===== src/rtl/averaging_sample_logger_assert.svh =====
// Assertion macros for the averaging sample logger RTL.
// Needs clk and rst in scope at the point of use; empty under SYNTHESIS.
`ifndef AVERAGING_SAMPLE_LOGGER_ASSERT_SVH
`define AVERAGING_SAMPLE_LOGGER_ASSERT_SVH
`ifndef SYNTHESIS
// Same-cycle implication.
`define ASL_ASSERT_IMPLY(label, ante, cons) \
  label: assert property (@(posedge clk) disable iff (rst) (ante) |-> (cons)) \
    else $error("asl assertion failed: same-cycle implication");
// Next-cycle implication.
`define ASL_ASSERT_NEXT(label, ante, cons) \
  label: assert property (@(posedge clk) disable iff (rst) (ante) |=> (cons)) \
    else $error("asl assertion failed: next-cycle implication");
`else
`define ASL_ASSERT_IMPLY(label, ante, cons)
`define ASL_ASSERT_NEXT(label, ante, cons)
`endif
`endif


===== src/rtl/asl_pkg.sv =====
// Shared types and constants of the averaging sample logger.
// No dependencies; used by every module of the block.
`default_nettype none

package asl_pkg;

  localparam int CHANNELS  = 7;
  localparam int CH_W      = (CHANNELS > 1) ? $clog2(CHANNELS) : 1;
  localparam int SMP_W     = 16;
  localparam int MIN_W     = 6;
  localparam int CNT_W     = 8;

  // Divider: dividend holds 2*|delta| (17 bits) padded to an even width.
  localparam int DVD_W     = 18;
  localparam int DVS_W     = 9;
  localparam int DIV_STEPS = 2;
  localparam int DIV_ITER  = DVD_W / DIV_STEPS;
  localparam int DIV_CNT_W = $clog2(DIV_ITER);

  localparam logic [CNT_W-1:0] CNT_MAX  = 8'hFF;
  localparam logic [MIN_W:0]   MIN_LAST = 7'd59;
  localparam logic [MIN_W:0]   MIN_WRAP = 7'd60;
  localparam logic [MIN_W-1:0] SMP_IV_RST = 6'd5;
  localparam logic [MIN_W-1:0] SAV_IV_RST = 6'd30;

  localparam logic REQ_START = 1'b0;
  localparam logic REQ_POLL  = 1'b1;

  localparam logic CFG_SAMPLE_IV = 1'b0;
  localparam logic CFG_SAVE_IV   = 1'b1;

  typedef logic [CHANNELS-1:0][SMP_W-1:0] smp_vec_t;

  typedef enum logic [1:0] {
    DIV_MARK_SMP = 2'd0,
    DIV_MARK_SAV = 2'd1,
    DIV_FOLD     = 2'd2
  } div_sel_t;

  typedef struct packed {
    logic     load_item;
    logic     div_start;
    div_sel_t div_sel;
    logic     mark_smp_write;
    logic     mark_sav_write;
    logic     start_finish;
    logic     mean_write;
    logic     ch_next;
    logic     fold_finish;
    logic     emit;
  } asl_cmd_t;

  typedef struct packed {
    logic is_start;
    logic active;
    logic hit_sample;
    logic hit_save;
    logic div_done;
    logic last_ch;
    logic out_free;
  } asl_sts_t;

endpackage

`default_nettype wire


===== src/rtl/asl_div.sv =====
// Restoring unsigned divider, DIV_STEPS quotient bits per cycle.
// Depends on asl_pkg for widths.
`default_nettype none

module asl_div (
  input  wire logic                        clk,
  input  wire logic                        rst,
  input  wire logic                        start,
  input  wire logic [asl_pkg::DVD_W-1:0]   dividend,
  input  wire logic [asl_pkg::DVS_W-1:0]   divisor,
  output logic                             busy,
  output logic                             done,
  output logic [asl_pkg::DVD_W-1:0]        quotient,
  output logic [asl_pkg::DVS_W-1:0]        remainder
);

  logic [asl_pkg::DVS_W-1:0]     rem;
  logic [asl_pkg::DVD_W-1:0]     quo;
  logic [asl_pkg::DVS_W-1:0]     dvs;
  logic [asl_pkg::DIV_CNT_W-1:0] cnt;

  logic [asl_pkg::DVS_W-1:0] rem_s [asl_pkg::DIV_STEPS+1];
  logic [asl_pkg::DVD_W-1:0] quo_s [asl_pkg::DIV_STEPS+1];
  logic [asl_pkg::DVS_W:0]   trial [asl_pkg::DIV_STEPS];

  // Shift in one dividend bit, subtract when it fits.
  always_comb begin
    rem_s[0] = rem;
    quo_s[0] = quo;
    for (int k = 0; k < asl_pkg::DIV_STEPS; k++) begin
      trial[k] = {rem_s[k], quo_s[k][asl_pkg::DVD_W-1]};
      if (trial[k] >= {1'b0, dvs}) begin
        rem_s[k+1] = asl_pkg::DVS_W'(trial[k] - {1'b0, dvs});
        quo_s[k+1] = {quo_s[k][asl_pkg::DVD_W-2:0], 1'b1};
      end else begin
        rem_s[k+1] = trial[k][asl_pkg::DVS_W-1:0];
        quo_s[k+1] = {quo_s[k][asl_pkg::DVD_W-2:0], 1'b0};
      end
    end
  end

  always_ff @(posedge clk) begin
    if (rst) begin
      busy <= 1'b0;
      done <= 1'b0;
      cnt  <= '0;
    end else begin
      done <= !start && busy && (cnt == asl_pkg::DIV_CNT_W'(asl_pkg::DIV_ITER - 1));
      if (start) begin
        busy <= 1'b1;
        cnt  <= '0;
      end else if (busy) begin
        cnt <= cnt + 1'b1;
        if (cnt == asl_pkg::DIV_CNT_W'(asl_pkg::DIV_ITER - 1)) begin
          busy <= 1'b0;
        end
      end
    end
  end

  always_ff @(posedge clk) begin
    if (start) begin
      rem <= '0;
      quo <= dividend;
      dvs <= divisor;
    end else if (busy) begin
      rem <= rem_s[asl_pkg::DIV_STEPS];
      quo <= quo_s[asl_pkg::DIV_STEPS];
    end
  end

  assign quotient  = quo;
  assign remainder = rem;

endmodule

`default_nettype wire


===== src/rtl/asl_dp.sv =====
// Datapath: item latch, interval registers, running means, targets,
// shared divider and the record output register. Depends on asl_pkg, asl_div and the assertion header.
`default_nettype none
`include "averaging_sample_logger_assert.svh"

module asl_dp (
  input  wire logic                        clk,
  input  wire logic                        rst,
  input  wire asl_pkg::asl_cmd_t           cmd,
  output asl_pkg::asl_sts_t                sts,
  input  wire logic                        cfg_we,
  input  wire logic                        cfg_index,
  input  wire logic [asl_pkg::MIN_W-1:0]   cfg_data,
  input  wire logic                        req_type,
  input  wire logic [3:0]                  month,
  input  wire logic [4:0]                  day,
  input  wire logic [4:0]                  hour,
  input  wire logic [asl_pkg::MIN_W-1:0]   minute,
  input  wire asl_pkg::smp_vec_t           samples,
  output logic                             out_valid,
  input  wire logic                        out_ready,
  output logic [3:0]                       rec_month,
  output logic [4:0]                       rec_day,
  output logic [4:0]                       rec_hour,
  output logic [asl_pkg::MIN_W-1:0]        rec_minute,
  output asl_pkg::smp_vec_t                rec_mean
);

  function automatic logic [asl_pkg::MIN_W-1:0] eff_iv(input logic [asl_pkg::MIN_W-1:0] iv);
    return (iv == '0) ? asl_pkg::MIN_W'(1) : iv;
  endfunction

  function automatic logic [asl_pkg::MIN_W-1:0] adv(input logic [asl_pkg::MIN_W-1:0] t,
                                                      input logic [asl_pkg::MIN_W-1:0] iv);
    logic [asl_pkg::MIN_W:0] s;
    s = {1'b0, t} + {1'b0, iv};
    if (s > asl_pkg::MIN_LAST) s = s - asl_pkg::MIN_WRAP;
    return s[asl_pkg::MIN_W-1:0];
  endfunction

  // Round the minute up to the next multiple: minute - minute % iv + iv.
  function automatic logic [asl_pkg::MIN_W-1:0] mark(input logic [asl_pkg::MIN_W-1:0] m,
                                                       input logic [asl_pkg::MIN_W-1:0] r,
                                                       input logic [asl_pkg::MIN_W-1:0] iv);
    logic [asl_pkg::MIN_W:0] s;
    s = {1'b0, m} - {1'b0, r} + {1'b0, iv};
    return (s > asl_pkg::MIN_LAST) ? '0 : s[asl_pkg::MIN_W-1:0];
  endfunction

  logic [asl_pkg::MIN_W-1:0] sample_iv;
  logic [asl_pkg::MIN_W-1:0] save_iv;
  logic                      req_q;
  logic [3:0]                month_q;
  logic [4:0]                day_q;
  logic [4:0]                hour_q;
  logic [asl_pkg::MIN_W-1:0] minute_q;
  asl_pkg::smp_vec_t         smp_q;
  asl_pkg::smp_vec_t         mean_q;
  logic [asl_pkg::CNT_W-1:0] count;
  logic [asl_pkg::MIN_W-1:0] next_smp;
  logic [asl_pkg::MIN_W-1:0] next_sav;
  logic                      active;
  logic [asl_pkg::CH_W-1:0]  ch;

  logic [asl_pkg::MIN_W-1:0] si;
  logic [asl_pkg::MIN_W-1:0] sv;
  logic [asl_pkg::SMP_W-1:0] cur_mean;
  logic [asl_pkg::SMP_W-1:0] cur_smp;
  logic                      up;
  logic [asl_pkg::SMP_W-1:0] mag;
  logic [asl_pkg::DVD_W-1:0] dividend;
  logic [asl_pkg::DVS_W-1:0] divisor;
  logic                      div_busy;
  logic                      div_done;
  logic [asl_pkg::DVD_W-1:0] quo;
  logic [asl_pkg::DVS_W-1:0] rem;
  logic [asl_pkg::DVD_W:0]   quo_inc;
  logic [asl_pkg::SMP_W-1:0] step;
  logic [asl_pkg::SMP_W-1:0] mean_new;
  logic [asl_pkg::MIN_W-1:0] mark_smp;
  logic [asl_pkg::MIN_W-1:0] mark_sav;

  assign si       = eff_iv(sample_iv);
  assign sv       = eff_iv(save_iv);
  assign cur_mean = mean_q[ch];
  assign cur_smp  = smp_q[ch];
  assign up       = (cur_smp >= cur_mean);
  assign mag      = up ? (cur_smp - cur_mean) : (cur_mean - cur_smp);

  always_comb begin
    unique case (cmd.div_sel)
      asl_pkg::DIV_FOLD: begin
        dividend = {1'b0, mag, 1'b0};
        divisor  = {1'b0, count} + 1'b1;
      end
      asl_pkg::DIV_MARK_SAV: begin
        dividend = asl_pkg::DVD_W'(minute_q);
        divisor  = asl_pkg::DVS_W'(sv);
      end
      default: begin
        dividend = asl_pkg::DVD_W'(minute_q);
        divisor  = asl_pkg::DVS_W'(si);
      end
    endcase
  end

  asl_div u_div (
    .clk       (clk),
    .rst       (rst),
    .start     (cmd.div_start),
    .dividend  (dividend),
    .divisor   (divisor),
    .busy      (div_busy),
    .done      (div_done),
    .quotient  (quo),
    .remainder (rem)
  );

  // Round half away from zero: (q + 1) >> 1 on the doubled magnitude.
  assign quo_inc  = {1'b0, quo} + 1'b1;
  assign step     = quo_inc[asl_pkg::SMP_W:1];
  assign mean_new = up ? (cur_mean + step) : (cur_mean - step);
  assign mark_smp = mark(minute_q, rem[asl_pkg::MIN_W-1:0], si);
  assign mark_sav = mark(minute_q, rem[asl_pkg::MIN_W-1:0], sv);

  always_ff @(posedge clk) begin
    if (rst) begin
      sample_iv <= asl_pkg::SMP_IV_RST;
      save_iv   <= asl_pkg::SAV_IV_RST;
      mean_q    <= '0;
      count     <= '0;
      next_smp  <= '0;
      next_sav  <= '0;
      active    <= 1'b0;
      ch        <= '0;
      out_valid <= 1'b0;
    end else begin
      if (cfg_we) begin
        unique case (cfg_index)
          asl_pkg::CFG_SAMPLE_IV: sample_iv <= cfg_data;
          asl_pkg::CFG_SAVE_IV:   save_iv   <= cfg_data;
          default:                sample_iv <= sample_iv;
        endcase
      end
      if (cmd.load_item) ch <= '0;
      if (cmd.mark_smp_write) next_smp <= mark_smp;
      if (cmd.mark_sav_write) next_sav <= mark_sav;
      if (cmd.start_finish) begin
        count  <= '0;
        active <= 1'b1;
      end
      if (cmd.mean_write) mean_q[ch] <= mean_new;
      if (cmd.ch_next) ch <= ch + 1'b1;
      if (cmd.fold_finish) begin
        if (count != asl_pkg::CNT_MAX) count <= count + 1'b1;
        next_smp <= adv(next_smp, si);
      end
      if (cmd.emit) begin
        next_sav  <= adv(next_sav, sv);
        count     <= '0;
        mean_q    <= '0;
        out_valid <= 1'b1;
      end else if (out_ready) begin
        out_valid <= 1'b0;
      end
    end
  end

  // Payload registers: item latch and record.
  always_ff @(posedge clk) begin
    if (cmd.load_item) begin
      req_q    <= req_type;
      month_q  <= month;
      day_q    <= day;
      hour_q   <= hour;
      minute_q <= minute;
      smp_q    <= samples;
    end
    if (cmd.emit) begin
      rec_month  <= month_q;
      rec_day    <= day_q;
      rec_hour   <= hour_q;
      rec_minute <= minute_q;
      rec_mean   <= mean_q;
    end
  end

  assign sts.is_start   = (req_q == asl_pkg::REQ_START);
  assign sts.active     = active;
  assign sts.hit_sample = (minute_q == next_smp);
  assign sts.hit_save   = (minute_q == next_sav);
  assign sts.div_done   = div_done;
  assign sts.last_ch    = (ch == asl_pkg::CH_W'(asl_pkg::CHANNELS - 1));
  assign sts.out_free   = !out_valid || out_ready;

  `ASL_ASSERT_IMPLY(a_div_idle_at_start, cmd.div_start, !div_busy)
  `ASL_ASSERT_IMPLY(a_emit_slot_free, cmd.emit, !out_valid || out_ready)
  `ASL_ASSERT_NEXT(a_count_saturates, cmd.fold_finish && (count == asl_pkg::CNT_MAX), count == asl_pkg::CNT_MAX)
  `ASL_ASSERT_NEXT(a_emit_clears_count, cmd.emit, out_valid && (count == '0))

endmodule

`default_nettype wire


===== src/rtl/asl_ctrl.sv =====
// Controller state machine: sequences start marks, per-channel folds and
// record emission. Depends on asl_pkg for the command and status structs.
`default_nettype none

module asl_ctrl (
  input  wire logic              clk,
  input  wire logic              rst,
  input  wire logic              in_valid,
  output logic                   in_ready,
  input  wire asl_pkg::asl_sts_t sts,
  output asl_pkg::asl_cmd_t      cmd
);

  typedef enum logic [7:0] {
    S_IDLE       = 8'b0000_0001,
    S_DISPATCH   = 8'b0000_0010,
    S_MARK_SMP   = 8'b0000_0100,
    S_MARK_SAV   = 8'b0000_1000,
    S_FOLD_ISSUE = 8'b0001_0000,
    S_FOLD_WAIT  = 8'b0010_0000,
    S_CHECK      = 8'b0100_0000,
    S_EMIT       = 8'b1000_0000
  } state_t;

  state_t state;
  state_t state_next;

  assign in_ready = (state == S_IDLE);

  always_comb begin
    state_next = state;
    cmd        = '0;
    unique case (state)
      S_IDLE: begin
        if (in_valid) begin
          cmd.load_item = 1'b1;
          state_next    = S_DISPATCH;
        end
      end
      S_DISPATCH: begin
        priority if (sts.is_start) begin
          cmd.div_start = 1'b1;
          cmd.div_sel   = asl_pkg::DIV_MARK_SMP;
          state_next    = S_MARK_SMP;
        end else if (!sts.active) begin
          state_next = S_IDLE;
        end else if (sts.hit_sample) begin
          state_next = S_FOLD_ISSUE;
        end else begin
          state_next = S_CHECK;
        end
      end
      S_MARK_SMP: begin
        if (sts.div_done) begin
          cmd.mark_smp_write = 1'b1;
          cmd.div_start      = 1'b1;
          cmd.div_sel        = asl_pkg::DIV_MARK_SAV;
          state_next         = S_MARK_SAV;
        end
      end
      S_MARK_SAV: begin
        if (sts.div_done) begin
          cmd.mark_sav_write = 1'b1;
          cmd.start_finish   = 1'b1;
          state_next         = S_IDLE;
        end
      end
      S_FOLD_ISSUE: begin
        cmd.div_start = 1'b1;
        cmd.div_sel   = asl_pkg::DIV_FOLD;
        state_next    = S_FOLD_WAIT;
      end
      S_FOLD_WAIT: begin
        cmd.div_sel = asl_pkg::DIV_FOLD;
        if (sts.div_done) begin
          cmd.mean_write = 1'b1;
          cmd.ch_next    = 1'b1;
          if (sts.last_ch) begin
            cmd.fold_finish = 1'b1;
            state_next      = S_CHECK;
          end else begin
            state_next = S_FOLD_ISSUE;
          end
        end
      end
      S_CHECK: begin
        state_next = sts.hit_save ? S_EMIT : S_IDLE;
      end
      S_EMIT: begin
        if (sts.out_free) begin
          cmd.emit   = 1'b1;
          state_next = S_IDLE;
        end
      end
      default: state_next = S_IDLE;
    endcase
  end

  always_ff @(posedge clk) begin
    if (rst) begin
      state <= S_IDLE;
    end else begin
      state <= state_next;
    end
  end

endmodule

`default_nettype wire


===== src/rtl/averaging_sample_logger.sv =====
// Averaging sample logger: a cumulative moving average over seven 16-bit
// channels with minute-based sample and save marks. Top level; depends on
// asl_pkg, asl_ctrl, asl_dp (which holds asl_div).
//
// A start item (req_type 0) rounds the current minute up to the next
// multiple of the sample interval and of the save interval (a mark past
// minute 59 becomes 0), zeroes the sample count and arms the logger. A poll
// item (req_type 1) whose minute hits the sample mark folds each channel's
// sample into its mean, moving it by (new - mean)/(count + 1) rounded half
// away from zero, and advances that mark modulo 60. A poll whose minute hits
// the save mark emits one record with the poll's time and the means (after
// any fold from the same poll), then clears means and count. Polls before
// the first start are dropped without a record. An interval register that
// holds 0 acts as 1. Items are taken one at a time: in_ready is high only
// while the controller idles. In a poll that folds, one shared restoring
// divider (2 quotient bits per cycle, an issue state before each division)
// serves the seven channels in turn. A start runs two divisions for the
// marks. The record sits in an output register, so the next item is
// accepted while a record still waits for out_ready; only a second record
// stalls until the first is taken. Write the interval registers only while
// the block is idle.
`default_nettype none

module averaging_sample_logger (
  input  wire logic        clk,
  input  wire logic        rst,
  // configuration
  input  wire logic        cfg_we,
  input  wire logic        cfg_index,
  input  wire logic [5:0]  cfg_data,
  // input items
  input  wire logic        in_valid,
  output logic             in_ready,
  input  wire logic        req_type,
  input  wire logic [3:0]  month,
  input  wire logic [4:0]  day,
  input  wire logic [4:0]  hour,
  input  wire logic [5:0]  minute,
  input  wire logic [15:0] sample_ch0,
  input  wire logic [15:0] sample_ch1,
  input  wire logic [15:0] sample_ch2,
  input  wire logic [15:0] sample_ch3,
  input  wire logic [15:0] sample_ch4,
  input  wire logic [15:0] sample_ch5,
  input  wire logic [15:0] sample_ch6,
  // result items
  output logic             out_valid,
  input  wire logic        out_ready,
  output logic [3:0]       rec_month,
  output logic [4:0]       rec_day,
  output logic [4:0]       rec_hour,
  output logic [5:0]       rec_minute,
  output logic [15:0]      mean_ch0,
  output logic [15:0]      mean_ch1,
  output logic [15:0]      mean_ch2,
  output logic [15:0]      mean_ch3,
  output logic [15:0]      mean_ch4,
  output logic [15:0]      mean_ch5,
  output logic [15:0]      mean_ch6
);

  asl_pkg::asl_cmd_t cmd;
  asl_pkg::asl_sts_t sts;
  asl_pkg::smp_vec_t samples;
  asl_pkg::smp_vec_t rec_mean;

  // Gather the channel ports into one vector, channel 0 at index 0.
  assign samples[0] = sample_ch0;
  assign samples[1] = sample_ch1;
  assign samples[2] = sample_ch2;
  assign samples[3] = sample_ch3;
  assign samples[4] = sample_ch4;
  assign samples[5] = sample_ch5;
  assign samples[6] = sample_ch6;

  // Controller: owns the handshake on the input side and the sequencing.
  asl_ctrl u_ctrl (
    .clk      (clk),
    .rst      (rst),
    .in_valid (in_valid),
    .in_ready (in_ready),
    .sts      (sts),
    .cmd      (cmd)
  );

  // Datapath: state, divider and the record register with out_valid.
  asl_dp u_dp (
    .clk        (clk),
    .rst        (rst),
    .cmd        (cmd),
    .sts        (sts),
    .cfg_we     (cfg_we),
    .cfg_index  (cfg_index),
    .cfg_data   (cfg_data),
    .req_type   (req_type),
    .month      (month),
    .day        (day),
    .hour       (hour),
    .minute     (minute),
    .samples    (samples),
    .out_valid  (out_valid),
    .out_ready  (out_ready),
    .rec_month  (rec_month),
    .rec_day    (rec_day),
    .rec_hour   (rec_hour),
    .rec_minute (rec_minute),
    .rec_mean   (rec_mean)
  );

  // Split the record means back onto the channel ports.
  assign mean_ch0 = rec_mean[0];
  assign mean_ch1 = rec_mean[1];
  assign mean_ch2 = rec_mean[2];
  assign mean_ch3 = rec_mean[3];
  assign mean_ch4 = rec_mean[4];
  assign mean_ch5 = rec_mean[5];
  assign mean_ch6 = rec_mean[6];

endmodule

`default_nettype wire

===== config.mk =====
export PLATFORM = sky130hd
export DESIGN_NAME = averaging_sample_logger
export DESIGN_NICKNAME = d
export VERILOG_FILES = /design/src/rtl/asl_pkg.sv /design/src/rtl/asl_div.sv /design/src/rtl/asl_dp.sv /design/src/rtl/asl_ctrl.sv /design/src/rtl/averaging_sample_logger.sv
export VERILOG_INCLUDE_DIRS = /design/src /design/src/rtl
export SDC_FILE = /design/constraint.sdc
export NUM_CORES = 1
export LEC_CHECK = 0
export ABC_AREA = 1
export BUFFER_PORTS_ARGS = -buffer_cell sky130_fd_sc_hd__buf_2
export CORE_MARGIN = 5
export CORE_UTILIZATION = 60
export CTS_CLUSTER_SIZE = 30
export DETAILED_ROUTE_END_ITERATION = 6
export PLACE_DENSITY = 0.86
export RECOVER_POWER = 25
export SYNTH_ARGS = -nofsm -noshare
export SYNTH_HDL_FRONTEND = slang
export SYNTH_SLANG_ARGS = --single-unit

===== constraint.sdc =====
create_clock -name clk -period 13.45 [get_ports clk]
set_input_delay 1.345 -clock clk [delete_from_list [all_inputs] [get_ports clk]]
set_output_delay 1.345 -clock clk [all_outputs]
set_load 0.05 [all_outputs]

Word level (Yosys, flattened, before mapping) --
Index checks and enable logic that the tools add are counted.
Cells by class: order comparisons 9, bitwise gates (word level) 1, eq/ne operators 20, add/sub/neg operators 18, muxes and demuxes 62, reduce and logical (&&, ||, !) cells 19
Operators by type and width (number):
- $bwmux W112 | 1
- $bmux W16 S3 | 2
- $mux W16 | 5
- $mux W8 | 10
- $pmux W8 S8 | 1
- $mux W6 | 10
- $demux W16 S3 | 1
- $sub A16 B16 Y16 | 3
- $mux W18 | 2
- $gt A7 B6 Y1 const B | 4
- $mux W7 | 3
- $ge A10 B9 Y1 | 2
- $mux W9 | 2
- $pmux W9 S2 | 1
- $sub A9 B9 Y9 | 2
- $add A17 B1 Y17 const B | 1
- $mux W17 | 1
- $add A16 B16 Y16 | 1
- $ge A16 B16 Y1 | 1
- $mux W3 | 5
- $add A6 B6 Y7 | 2
- $add A7 B6 Y7 | 2
- $mux W1 | 13
- $eq A6 B6 Y1 | 2
- other kinds (36) | 52
Word-level totals: register bits 464, word-level logic and storage cells 174, input bits 145, output and inout bits 134

Longest topological paths before layout --
Gate-level depths: netlist of the first run.
word-level depth 7, gate-level depth with buffers 34, gate-level depth less buffers 30

Modules after synthesis --
A second synthesis of the first run with hierarchy kept.
Unflattened totals: cell total of the unflattened synthesis 2818, area total of the unflattened synthesis 24285.8 µm²
By module, submodules not included:
- asl_dp | seq. area each 10940.5 µm², cells each 2334, area an instance 20758.7 µm², times used 1
- asl_div | seq. area each 1111.1 µm², cells each 371, area an instance 2850.2 µm², times used 1
- asl_ctrl | seq. area each 160.2 µm², cells each 113, area an instance 676.9 µm², times used 1

Worst setup path after synthesis of the first run --
Ideal clock, no wire load.
path kind reg2reg, start point reg u_ctrl.state[7], end point reg u_dp.ch[0] (netlist bit), clock period less this slack 8.271 ns, setup slack 5.179 ns, setup time 0.132 ns, buffers on the path 0, data required time 13.318 ns, arrival time 8.138 ns, stages on the path, launching flop included 11, cell sequence dfxtp_1 nor2_4 nand3_1 nor4_2 inv_1 nor2_1 inv_1 nand2_1 inv_1 nand2_1 a21oi_1
RTL lines:
- start: declaration | line asl_ctrl.sv:25 | state_t state;
- start signal: assignment | line asl_ctrl.sv:103 | state <= state_next;
- end signal: assignment | line asl_dp.sv:153 | if (cmd.ch_next) ch <= ch + 1'b1;
- end: declaration | line asl_dp.sv:63 | logic [asl_pkg::CH_W-1:0] ch;

Final worst setup path of the first run --
start point reg u_dp.ch[1] (netlist bit), end point reg u_dp.mean_q[104] (netlist bit)
Between the ends: cells in the longest elaborated chain, start to end 5, elaborated cells on any way between the ends 14, classes of those cells add/sub: 2; order compare: 3; mux: 8; reduce/logical: 1
RTL lines:
- $bmux W16 S3 (tied with other cells) | line asl_dp.sv:85 | assign cur_mean = mean_q[ch];
- $mux W16 (implied by the code) (tied with other cells) | line asl_dp.sv:85
- $sub A16 B16 Y16 (tied with other cells) | line asl_dp.sv:122 | assign mean_new = up ? (cur_mean + step) : (cur_mean - step);
- $mux W16 or $demux W16 S3 (tied branches)
- $bwmux W112 * | line asl_dp.sv:152 | if (cmd.mean_write) mean_q[ch] <= mean_new;
- end signal: indexed assignment | line asl_dp.sv:152
- end: declaration | line asl_dp.sv:58 | asl_pkg::smp_vec_t mean_q;
Mark *: on every way between the ends. The rest lies on a longest branch, timed or not. The select of a mux whose other input is x is not followed. A chain may end at the register's enable or synchronous reset.

==> results of run 1 <==
registers in the layout, indices dropped and copies added, names as in the netlist, 8 cells and up:
name and cells:
u_dp.mean_q 112, u_dp.rec_mean 112, u_dp.smp_q 112, u_dp.u_div.quotient 18
u_dp.u_div.dvs 9, u_dp.u_div.remainder 9, u_ctrl.state 8, u_dp.count 8
layer usage:
metal / GRT usage [%] / part of all wire [%]
met1: 38.39 / 37
met2: 52.83 / 48
met3: 6.010 / 10
met4: 14.29 / 5.2
met5: 0 / 0.017
power groups by stage:
stage	combinational [mW]	sequential, mW	clock, mW
after detailed placement	1.33	1.79	0
after global placement	1.31	1.79	0
final	1.36	1.77	1.22
after CTS	1.34	1.76	1.23
after global routing	1.52	1.77	1.29
after floorplan	1.01	1.79	0
cell type report:
class / count / share of cell area, %
Sequential cell: 464 / 45.54
Tap cell: 518 / 2.417
Inverter: 356 / 5.021
Clock inverter: 27 / 0.8072
Timing Repair Buffer: 291 / 5.553
Clock buffer: 57 / 4.442
Multi-Input combinational cell: 1688 / 36.22
per-stage QoR:
| stage | utilization [%] | area [um2] | hold slack [ns] |
|---|---|---|---|
| after floorplan | - | 23640 | 0.4003 |
| after global placement | 65.44 | 25410 | 0.4002 |
| after detailed placement | 65.44 | 25410 | 0.4063 |
| after CTS | 69.06 | 26810 | 0.4098 |
| after global routing | 69.06 | 26810 | 0.4264 |
| final | 69.06 | 26810 | 0.4121 |
placed cells by master (no fill, tap or decap), types with 6 or more instances in the layout:
master | netlist | final
o221ai_1 | 9 | 9
nand2_1 | 473 | 473
inv_2 | 27 | 26
a21oi_1 | 173 | 173
clkinv_2 | 0 | 7
edfxtp_1 | 292 | 292
a221oi_1 | 31 | 31
buf_2 | 25 | 278
fa_1 | 10 | 10
clkbuf_16 | 0 | 45
o21ai_1 | 58 | 58
o21ai_0 | 135 | 135
o21a_1 | 18 | 18
a211oi_1 | 6 | 6
and2_1 | 33 | 33
clkinv_1 | 2 | 6
nand3_1 | 166 | 166
dfxtp_1 | 172 | 172
o22ai_1 | 6 | 6
ha_1 | 108 | 108
clkbuf_1 | 42 | 10
nor2_2 | 7 | 7
o211ai_1 | 41 | 41
nand2_2 | 11 | 11
o21bai_1 | 12 | 12
xor2_1 | 47 | 47
nor2_1 | 184 | 182
a31oi_1 | 7 | 7
nor2_4 | 13 | 15
nand4_1 | 33 | 33
nor3_1 | 17 | 17
xnor2_1 | 24 | 24
buf_4 | 7 | 13
inv_1 | 325 | 325
critical path: stages (launching register included):
cell,delay (ns)
dfxtp_1,0.54
inv_2,0.11
nor2_4,0.63
inv_2,0.27
nor2_2,0.17
buf_4,0.38
a221oi_1,0.16
and2_1,0.23
ha_1,0.25
fa_1,0.45
o21ai_2,0.25
nand2_1,0.10
nand3_1,0.10
a21oi_2,0.06
buf_4,0.23
inv_2,0.29
a21oi_1,0.09
xor2_1,0.15
inv_1,0.06
ha_1,0.22
nor2_1,0.13
nand2_1,0.08
o21ai_1,0.18
inv_1,0.11
a21oi_1,0.21
xor2_1,0.58
a21oi_1,0.20
worst min-delay path by stage:
stage	slack, ns	endpoint	startpoint	cells past startpoint
global placement	0.40	u_dp.rec_month[1]	u_dp.month_q[1]	0
CTS	0.41	u_dp.rec_mean[31]	u_dp.mean_q[31]	0
detailed placement	0.41	u_dp.rec_month[1]	u_dp.month_q[1]	0
finish	0.41	u_dp.rec_mean[31]	u_dp.mean_q[31]	0
global route	0.43	u_dp.rec_mean[31]	u_dp.mean_q[31]	0
floorplan	0.40	u_dp.rec_day[0]	u_dp.day_q[0]	0
logic make-up (layout without fill, tap and decap cells):
logic type	count (synthesis)	in the layout
XOR/XNOR	72	72
flip-flops	464	464
buffers and inverters	436	731
adder cells (fa/ha/maj)	118	118
AO/OA/AOI/OAI	522	522
AND/OR/NAND/NOR	976	976
==> results by group, run 1 <==
Timing
  • RSZ-0062 raised after global routing: no
  • Slew Limit Fails: 0
  • Worst-Margin Slew: roughly 1.1 ns
  • Fin crit share: between 40% and 50%
  • Final setup skew: 0.03137 ns
  • Timing-limited maximum frequency: 155.3 MHz
  • Slew headroom: between 20% and 30%
  • Setup violations, final: 0
  • Final Hold Fails: 0
  • Fin Setup TNS: 0 ns
  • Final WS setup: 7.013 ns
  • Fin crit period: 6.437 ns

Setup path
  • Worst endpoint required time: 13.88 ns
  • Crit path to: u_dp.mean_q[104]
  • WP data arrival: 6.86 ns
  • CP Launch Type: register
  • Reg2Reg Capture Point: u_dp.mean_q[104]
  • R2R setup slack: 7.01 ns
  • FF-to-FF path depth: 26
  • CP Capture Type: register
  • CP Launch Point: u_dp.ch[1]
  • Worst Path Max Fanout: 31
  • Critical R2R Launch: u_dp.ch[1]
  • Critical path class: register to register

CTS
  • Buffer count from post-CTS setup fixing: 0
  • Gates resized, CTS repair: 0
  • Htree depth: 2
  • Clk root buf: clkbuf_16
  • Register clock-pin slew on the reported worst setup and hold paths: 0.07 ns
  • CTS Buf Count: 45
  • CTS tree: yes
  • # clock sinks: 464
  • Hold buffer count at CTS: 0
  • Clock tree buffer depth: 3
  • Worst-Skew Late Latency: approximately 0.6 ns

Synthesis
  • Synth area leaders: edfxtp_1, dfxtp_1, nand2_1
  • Top-count cell post-synth: nand2_1
  • Synth top cells by count: nand2_1, inv_1, edfxtp_1
  • Synth warn: 0
  • Synth Area in Simple Gates: a little under a fifth
  • Synth Area in Adders: 6.564%
  • Largest family of logic cells by synthesized area: simple AND/OR/NAND/NOR gates
  • Mapped Avg Cell Area: 9.134 um2
  • Share of the synthesized area in the top cell type: 37.10%
  • Mapped cell area: 0.02364 mm2
  • Synthesized instance count: between 2000 and 3000
  • EDFF count, synth: slightly below 300
  • Compound-gate portion of the synthesized area: 12.93%
  • Seq/Total Area, Yosys: 51.66%
  • Mux cell area share after synthesis: 0%
  • Dominant synthesized flop cell: edfxtp_1
  • Ys async rst share: 0%
  • Synth Area in XOR/XNOR: roughly 2.7%
  • Number of distinct library cells after synthesis: 61
  • Seq cells post-synth: approximately 460
  • Largest area contributor in the synthesized netlist: edfxtp_1
  • Synth Net Count: 2851

Place
  • RD Place Congestion: 0.9952
  • DP HPWL: 50.44 mm
  • DP Worst Slack: 7.298 ns
  • Port Buf Inserts: approximately 280
  • Inst Count DP: 3317

Power
  • Pwr/cell area: 162.1 mW/mm2
  • Psw: 1.559 mW
  • Int Pwr: 2.786 mW
  • Total power: 4.345 mW
  • Combinational fraction of design power: 31.3%
  • Sequential fraction of design power: 40.7%
  • Switch share: 35.88%
  • Clock power frac: 28.0%
  • VDD IR-drop max: 0.0001612 V
  • Static Leak: approximately 12 nW

Finish
  • Multi-input gate area: 0.009712 mm2
  • Reg area: 0.01221 mm2
  • Finished Layout Cells: between 3000 and 4000
  • Area growth syn-to-layout: 13.44%
  • Post-layout net count: slightly above 3000
  • Share of post-route cells with drive strength above 1: 15.78%
  • Antenna Cells: 0
  • Filler Cells Inserted: roughly 2800

Global routing
  • Initial antenna violation count: 1
  • Pin count of the biggest net entering global routing: 106
  • Grt ovf: 0
  • First-pass GRT wire length: 108.5 mm
  • GRT Overall Usage: 31.03%
  • Number of global-route vias before repair: 20210

Floorplan
  • Boundary pin count: 279
  • Chip Width: 208.5 um
  • Core Region: 0.03883 mm2
  • DIE AREA: about 0.043 mm2
  • Initial Util: 60.88%
  • Die Y: 208.5 um
  • # rows: 72

Detailed routing
  • Vias post-DR: 20300
  • Antenna-violating nets left: 0
  • Final WL: 69.67 mm
  • Number of remaining DRC errors: 1
  • Detailed Route Iter0 Violations: 2346
  • Avg WL per Cell: 20.48 um
  • Via-per-instance ratio: 5.968
  • First drt pass iteration count: 7

Run status
  • Failing checks: DRC
  • Outcome: finished, violations left

Job
  • Max cap viols: 0

Worst hold path
  • Hold/Removal Path Class: register to register
(Power assumes the default switching activity.)
==> run 2: changes to the inputs <==
--- a/config.mk
+++ b/config.mk
@@ -6,13 +6,13 @@
 export SDC_FILE = /design/constraint.sdc
 export NUM_CORES = 1
 export LEC_CHECK = 0
-export ABC_AREA = 1
+export ABC_AREA = 0
 export BUFFER_PORTS_ARGS = -buffer_cell sky130_fd_sc_hd__buf_2
 export CORE_MARGIN = 5
-export CORE_UTILIZATION = 60
+export CORE_UTILIZATION = 59
 export CTS_CLUSTER_SIZE = 30
 export DETAILED_ROUTE_END_ITERATION = 6
-export PLACE_DENSITY = 0.86
+export PLACE_DENSITY = 0.85
 export RECOVER_POWER = 25
 export SYNTH_ARGS = -nofsm -noshare
 export SYNTH_HDL_FRONTEND = slang
==> constraint.sdc (replaced) <==
create_clock -name clk -period 6.5 [get_ports clk]
set_input_delay 0.65 -clock clk [delete_from_list [all_inputs] [get_ports clk]]
set_output_delay 0.65 -clock clk [all_outputs]
set_load 0.05 [all_outputs]
==> run 2 against run 1 <==
The flow now finishes without violations. Largest cell class unchanged. Critical path depth fell by 4. Clock power rose by 120%. Total power rose by 78%. Die area fell by 1.2%. Via count fell by 12%. Synthesized cell count fell by 18%. Critical endpoint is now u_dp.mean_q[12]. Largest power group unchanged.
==> results by group, run 2 <==
CTS
  • Worst-Skew Late Latency: 0.60 ns
  • Htree depth: 2
  • Clk root buf: clkbuf_16
  • Hold buffer count at CTS: 0
  • CTS Buf Count: 46
  • Clock tree buffer depth: 3
  • # clock sinks: 464
  • CTS tree: yes
  • Register clock-pin slew on the reported worst setup and hold paths: ~0.070 ns

Synthesis
  • Top-count cell post-synth: edfxtp_1
  • Mapped Avg Cell Area: approximately 11 um2
  • Dominant synthesized flop cell: edfxtp_1
  • Mapped cell area: 0.02296 mm2
  • Seq cells post-synth: 464
  • Synthesized instance count: 2115
  • Share of the synthesized area in the top cell type: 38.19%
  • Synth top cells by count: edfxtp_1, nor2_1, a21oi_1
  • Ys async rst share: 0%
  • Synth area leaders: edfxtp_1, dfxtp_1, ha_1
  • EDFF count, synth: approximately 290
  • Seq/Total Area, Yosys: 53.18%
  • Synth warn: 0
  • Largest area contributor in the synthesized netlist: edfxtp_1
  • Synth Net Count: 2378
  • Number of distinct library cells after synthesis: 83

Place
  • DP Area: 0.02473 mm2
  • Port Buf Inserts: between 200 and 300
  • DP HPWL: around 45 mm
  • DP Worst Slack: 0.2165 ns
  • RD Place Congestion: 0.9516
  • Inst Count DP: 2823

Finish
  • Antenna Cells: 0
  • Largest registers: u_dp.mean_q: 112 flops, u_dp.rec_mean: 112 flops, u_dp.smp_q: 112 flops
  • Reg area: roughly 0.012 mm2
  • Share of post-route cells with drive strength above 1: 18.38%
  • Multi-input gate area: 0.009901 mm2
  • Finished Layout Cells: 2912
  • Area growth syn-to-layout: 14.59%
  • Post-layout net count: 2619
  • Cell area after layout: 0.02631 mm2
  • Filler Cells Inserted: 2766
  • Most common cell after layout, fill and taps aside: edfxtp_1
  • Commonest non-fill, non-tap cells in the layout: edfxtp_1, buf_2, nor2_1

Floorplan
  • Boundary pin count: 279
  • Core Region: slightly below 0.04 mm2
  • Die Y: approximately 210 um
  • Initial Util: slightly below 60%
  • DIE AREA: 0.04297 mm2
  • # rows: 72
  • Chip Width: approximately 210 um

Detailed routing
  • Avg WL per Cell: 22.06 um
  • Via-per-instance ratio: a little over 6
  • Vias post-DR: 17790
  • Number of remaining DRC errors: 0
  • Final WL: 64.24 mm
  • First drt pass iteration count: 5
  • Antenna-violating nets left: 0
  • Detailed Route Iter0 Violations: 1619

Global routing
  • Grt ovf: 0
  • Number of global-route vias before repair: 17400
  • GRT Overall Usage: 28.40%
  • First-pass GRT wire length: 97.90 mm
  • Pin count of the biggest net entering global routing: 74
  • Initial antenna violation count: 1

Power
  • VDD IR-drop max: 0.0003681 V
  • Pwr/cell area: 294.7 mW/mm2
  • Total power: 7.754 mW
  • Static Leak: 10.43 nW

Timing
  • Setup violations, final: 0
  • Final WS setup: around 0.25 ns
  • Final setup skew: 0.02677 ns
  • Fin crit share: between 90% and 100%
  • Slew Limit Fails: 0
  • Slew headroom: 17.57%
  • Fin crit period: 6.245 ns
  • Final Hold Fails: 0
  • Worst hold slack: ~0.22 ns
  • Worst-Margin Slew: 1.233 ns
  • Timing-limited maximum frequency: 160.1 MHz

Setup path
  • WP data arrival: 6.76 ns
  • Critical path class: register to register
  • Worst Path Max Fanout: 13
  • Worst endpoint required time: 7.01 ns
  • CP Launch Type: register
  • FF-to-FF path depth: 22
  • CP Capture Type: register

Worst hold path
  • Worst Hold Path Cells: 1
  • Hold/Removal Path Class: input port to register

Job
  • Max cap viols: 0

Run status
  • Outcome: finished, final reports clean
## run 2: path summary, 6_finish.rpt
| path | endpoint | slack [ns] | startpoint |
|---|---|---|---|
| min reg2reg | u_dp.rec_day[0] | 0.42 | u_dp.day_q[0] |
| max reg2reg | u_dp.mean_q[12] | 0.25 | u_dp.ch[1] |
| min | u_dp.smp_q[58] | 0.22 | sample_ch3[10] |
| max | u_dp.mean_q[12] | 0.25 | u_dp.ch[1] |
## run 2: layout make-up
cell class                 count  area share, %
timing repair buffer         305          6.201
tap                          518          2.463
clock inverter                22         0.8227
sequential                   464          46.45
clock buffer                  64          4.984
inverter                     100          1.455
multi-input combinational   1439          37.63
## run 2: power breakdown
group	total, mW	switching [mW]	internal, mW	leakage, nW
logic	1.74	1.03	0.703	5.58
clock network	2.69	1.18	1.51	0.740
registers	3.33	0.0787	3.25	4.11
## run 2: kinds of logic (layout without fill, tap and decap cells)
| logic type | Yosys count | count (layout) | share of synthesized area [%] |
|---|---|---|---|
| adder cells (fa/ha/maj) | 118 | 118 | 6.757 |
| AO/OA/AOI/OAI | 495 | 495 | 13.48 |
| flip-flops | 464 | 464 | 53.18 |
| multiplexers | 98 | 98 | 6.037 |
| buffers and inverters | 212 | 491 | 3.793 |
| AND/OR/NAND/NOR | 612 | 612 | 12.23 |
| XOR/XNOR | 116 | 116 | 4.523 |
## run 2: through the flow
| step | TNS, ns | utilization (%) |
|---|---|---|
| 2_1_floorplan | 0 | - |
| 3_3_place_gp | 0 | 64.13 |
| 3_5_place_dp | 0 | 64.13 |
| 4_1_cts | 0 | 68.09 |
| 5_1_grt | -0.02651 | 68.24 |
| 6_report | 0 | 68.24 |
## run 2: routing by layer
metal / routed length, um / global-route usage (%) / vias to the layer above / share of wire (%)
met5: 13 / 0 / - / 0.020
met4: 2207 / 9.097 / 2 / 3.4
met3: 6479 / 6.831 / 179 / 10
met2: 30430 / 46.87 / 1003 / 47
met1: 25110 / 37.45 / 8512 / 39
li1: - / - / 8096 / -
## run 2: repair_timing
item,CTS,global route
gates resized for setup,0,3
endpoints found under the setup margin,0,39
endpoints found under the hold margin,0,0
buffers inserted,0,3
## run 2: worst max-delay path: stages, from the launching register on
cell and delay [ns]:
dfxtp_4 0.57, buf_12 0.24, mux4_2 0.51, nor2_1 0.10
a21o_1 0.13, inv_1 0.07, ha_1 0.21, fa_1 0.40
nand3b_1 0.23, a31oi_1 0.26, o31ai_1 0.13, nand2b_1 0.32
a21oi_1 0.20, fa_1 0.47, a21o_1 0.18, a21oi_1 0.24
o21bai_1 0.11, a21oi_1 0.31, o22ai_1 0.22, o41a_1 0.40
xor2_1 0.55, nand2_1 0.10, a21oi_1 0.19
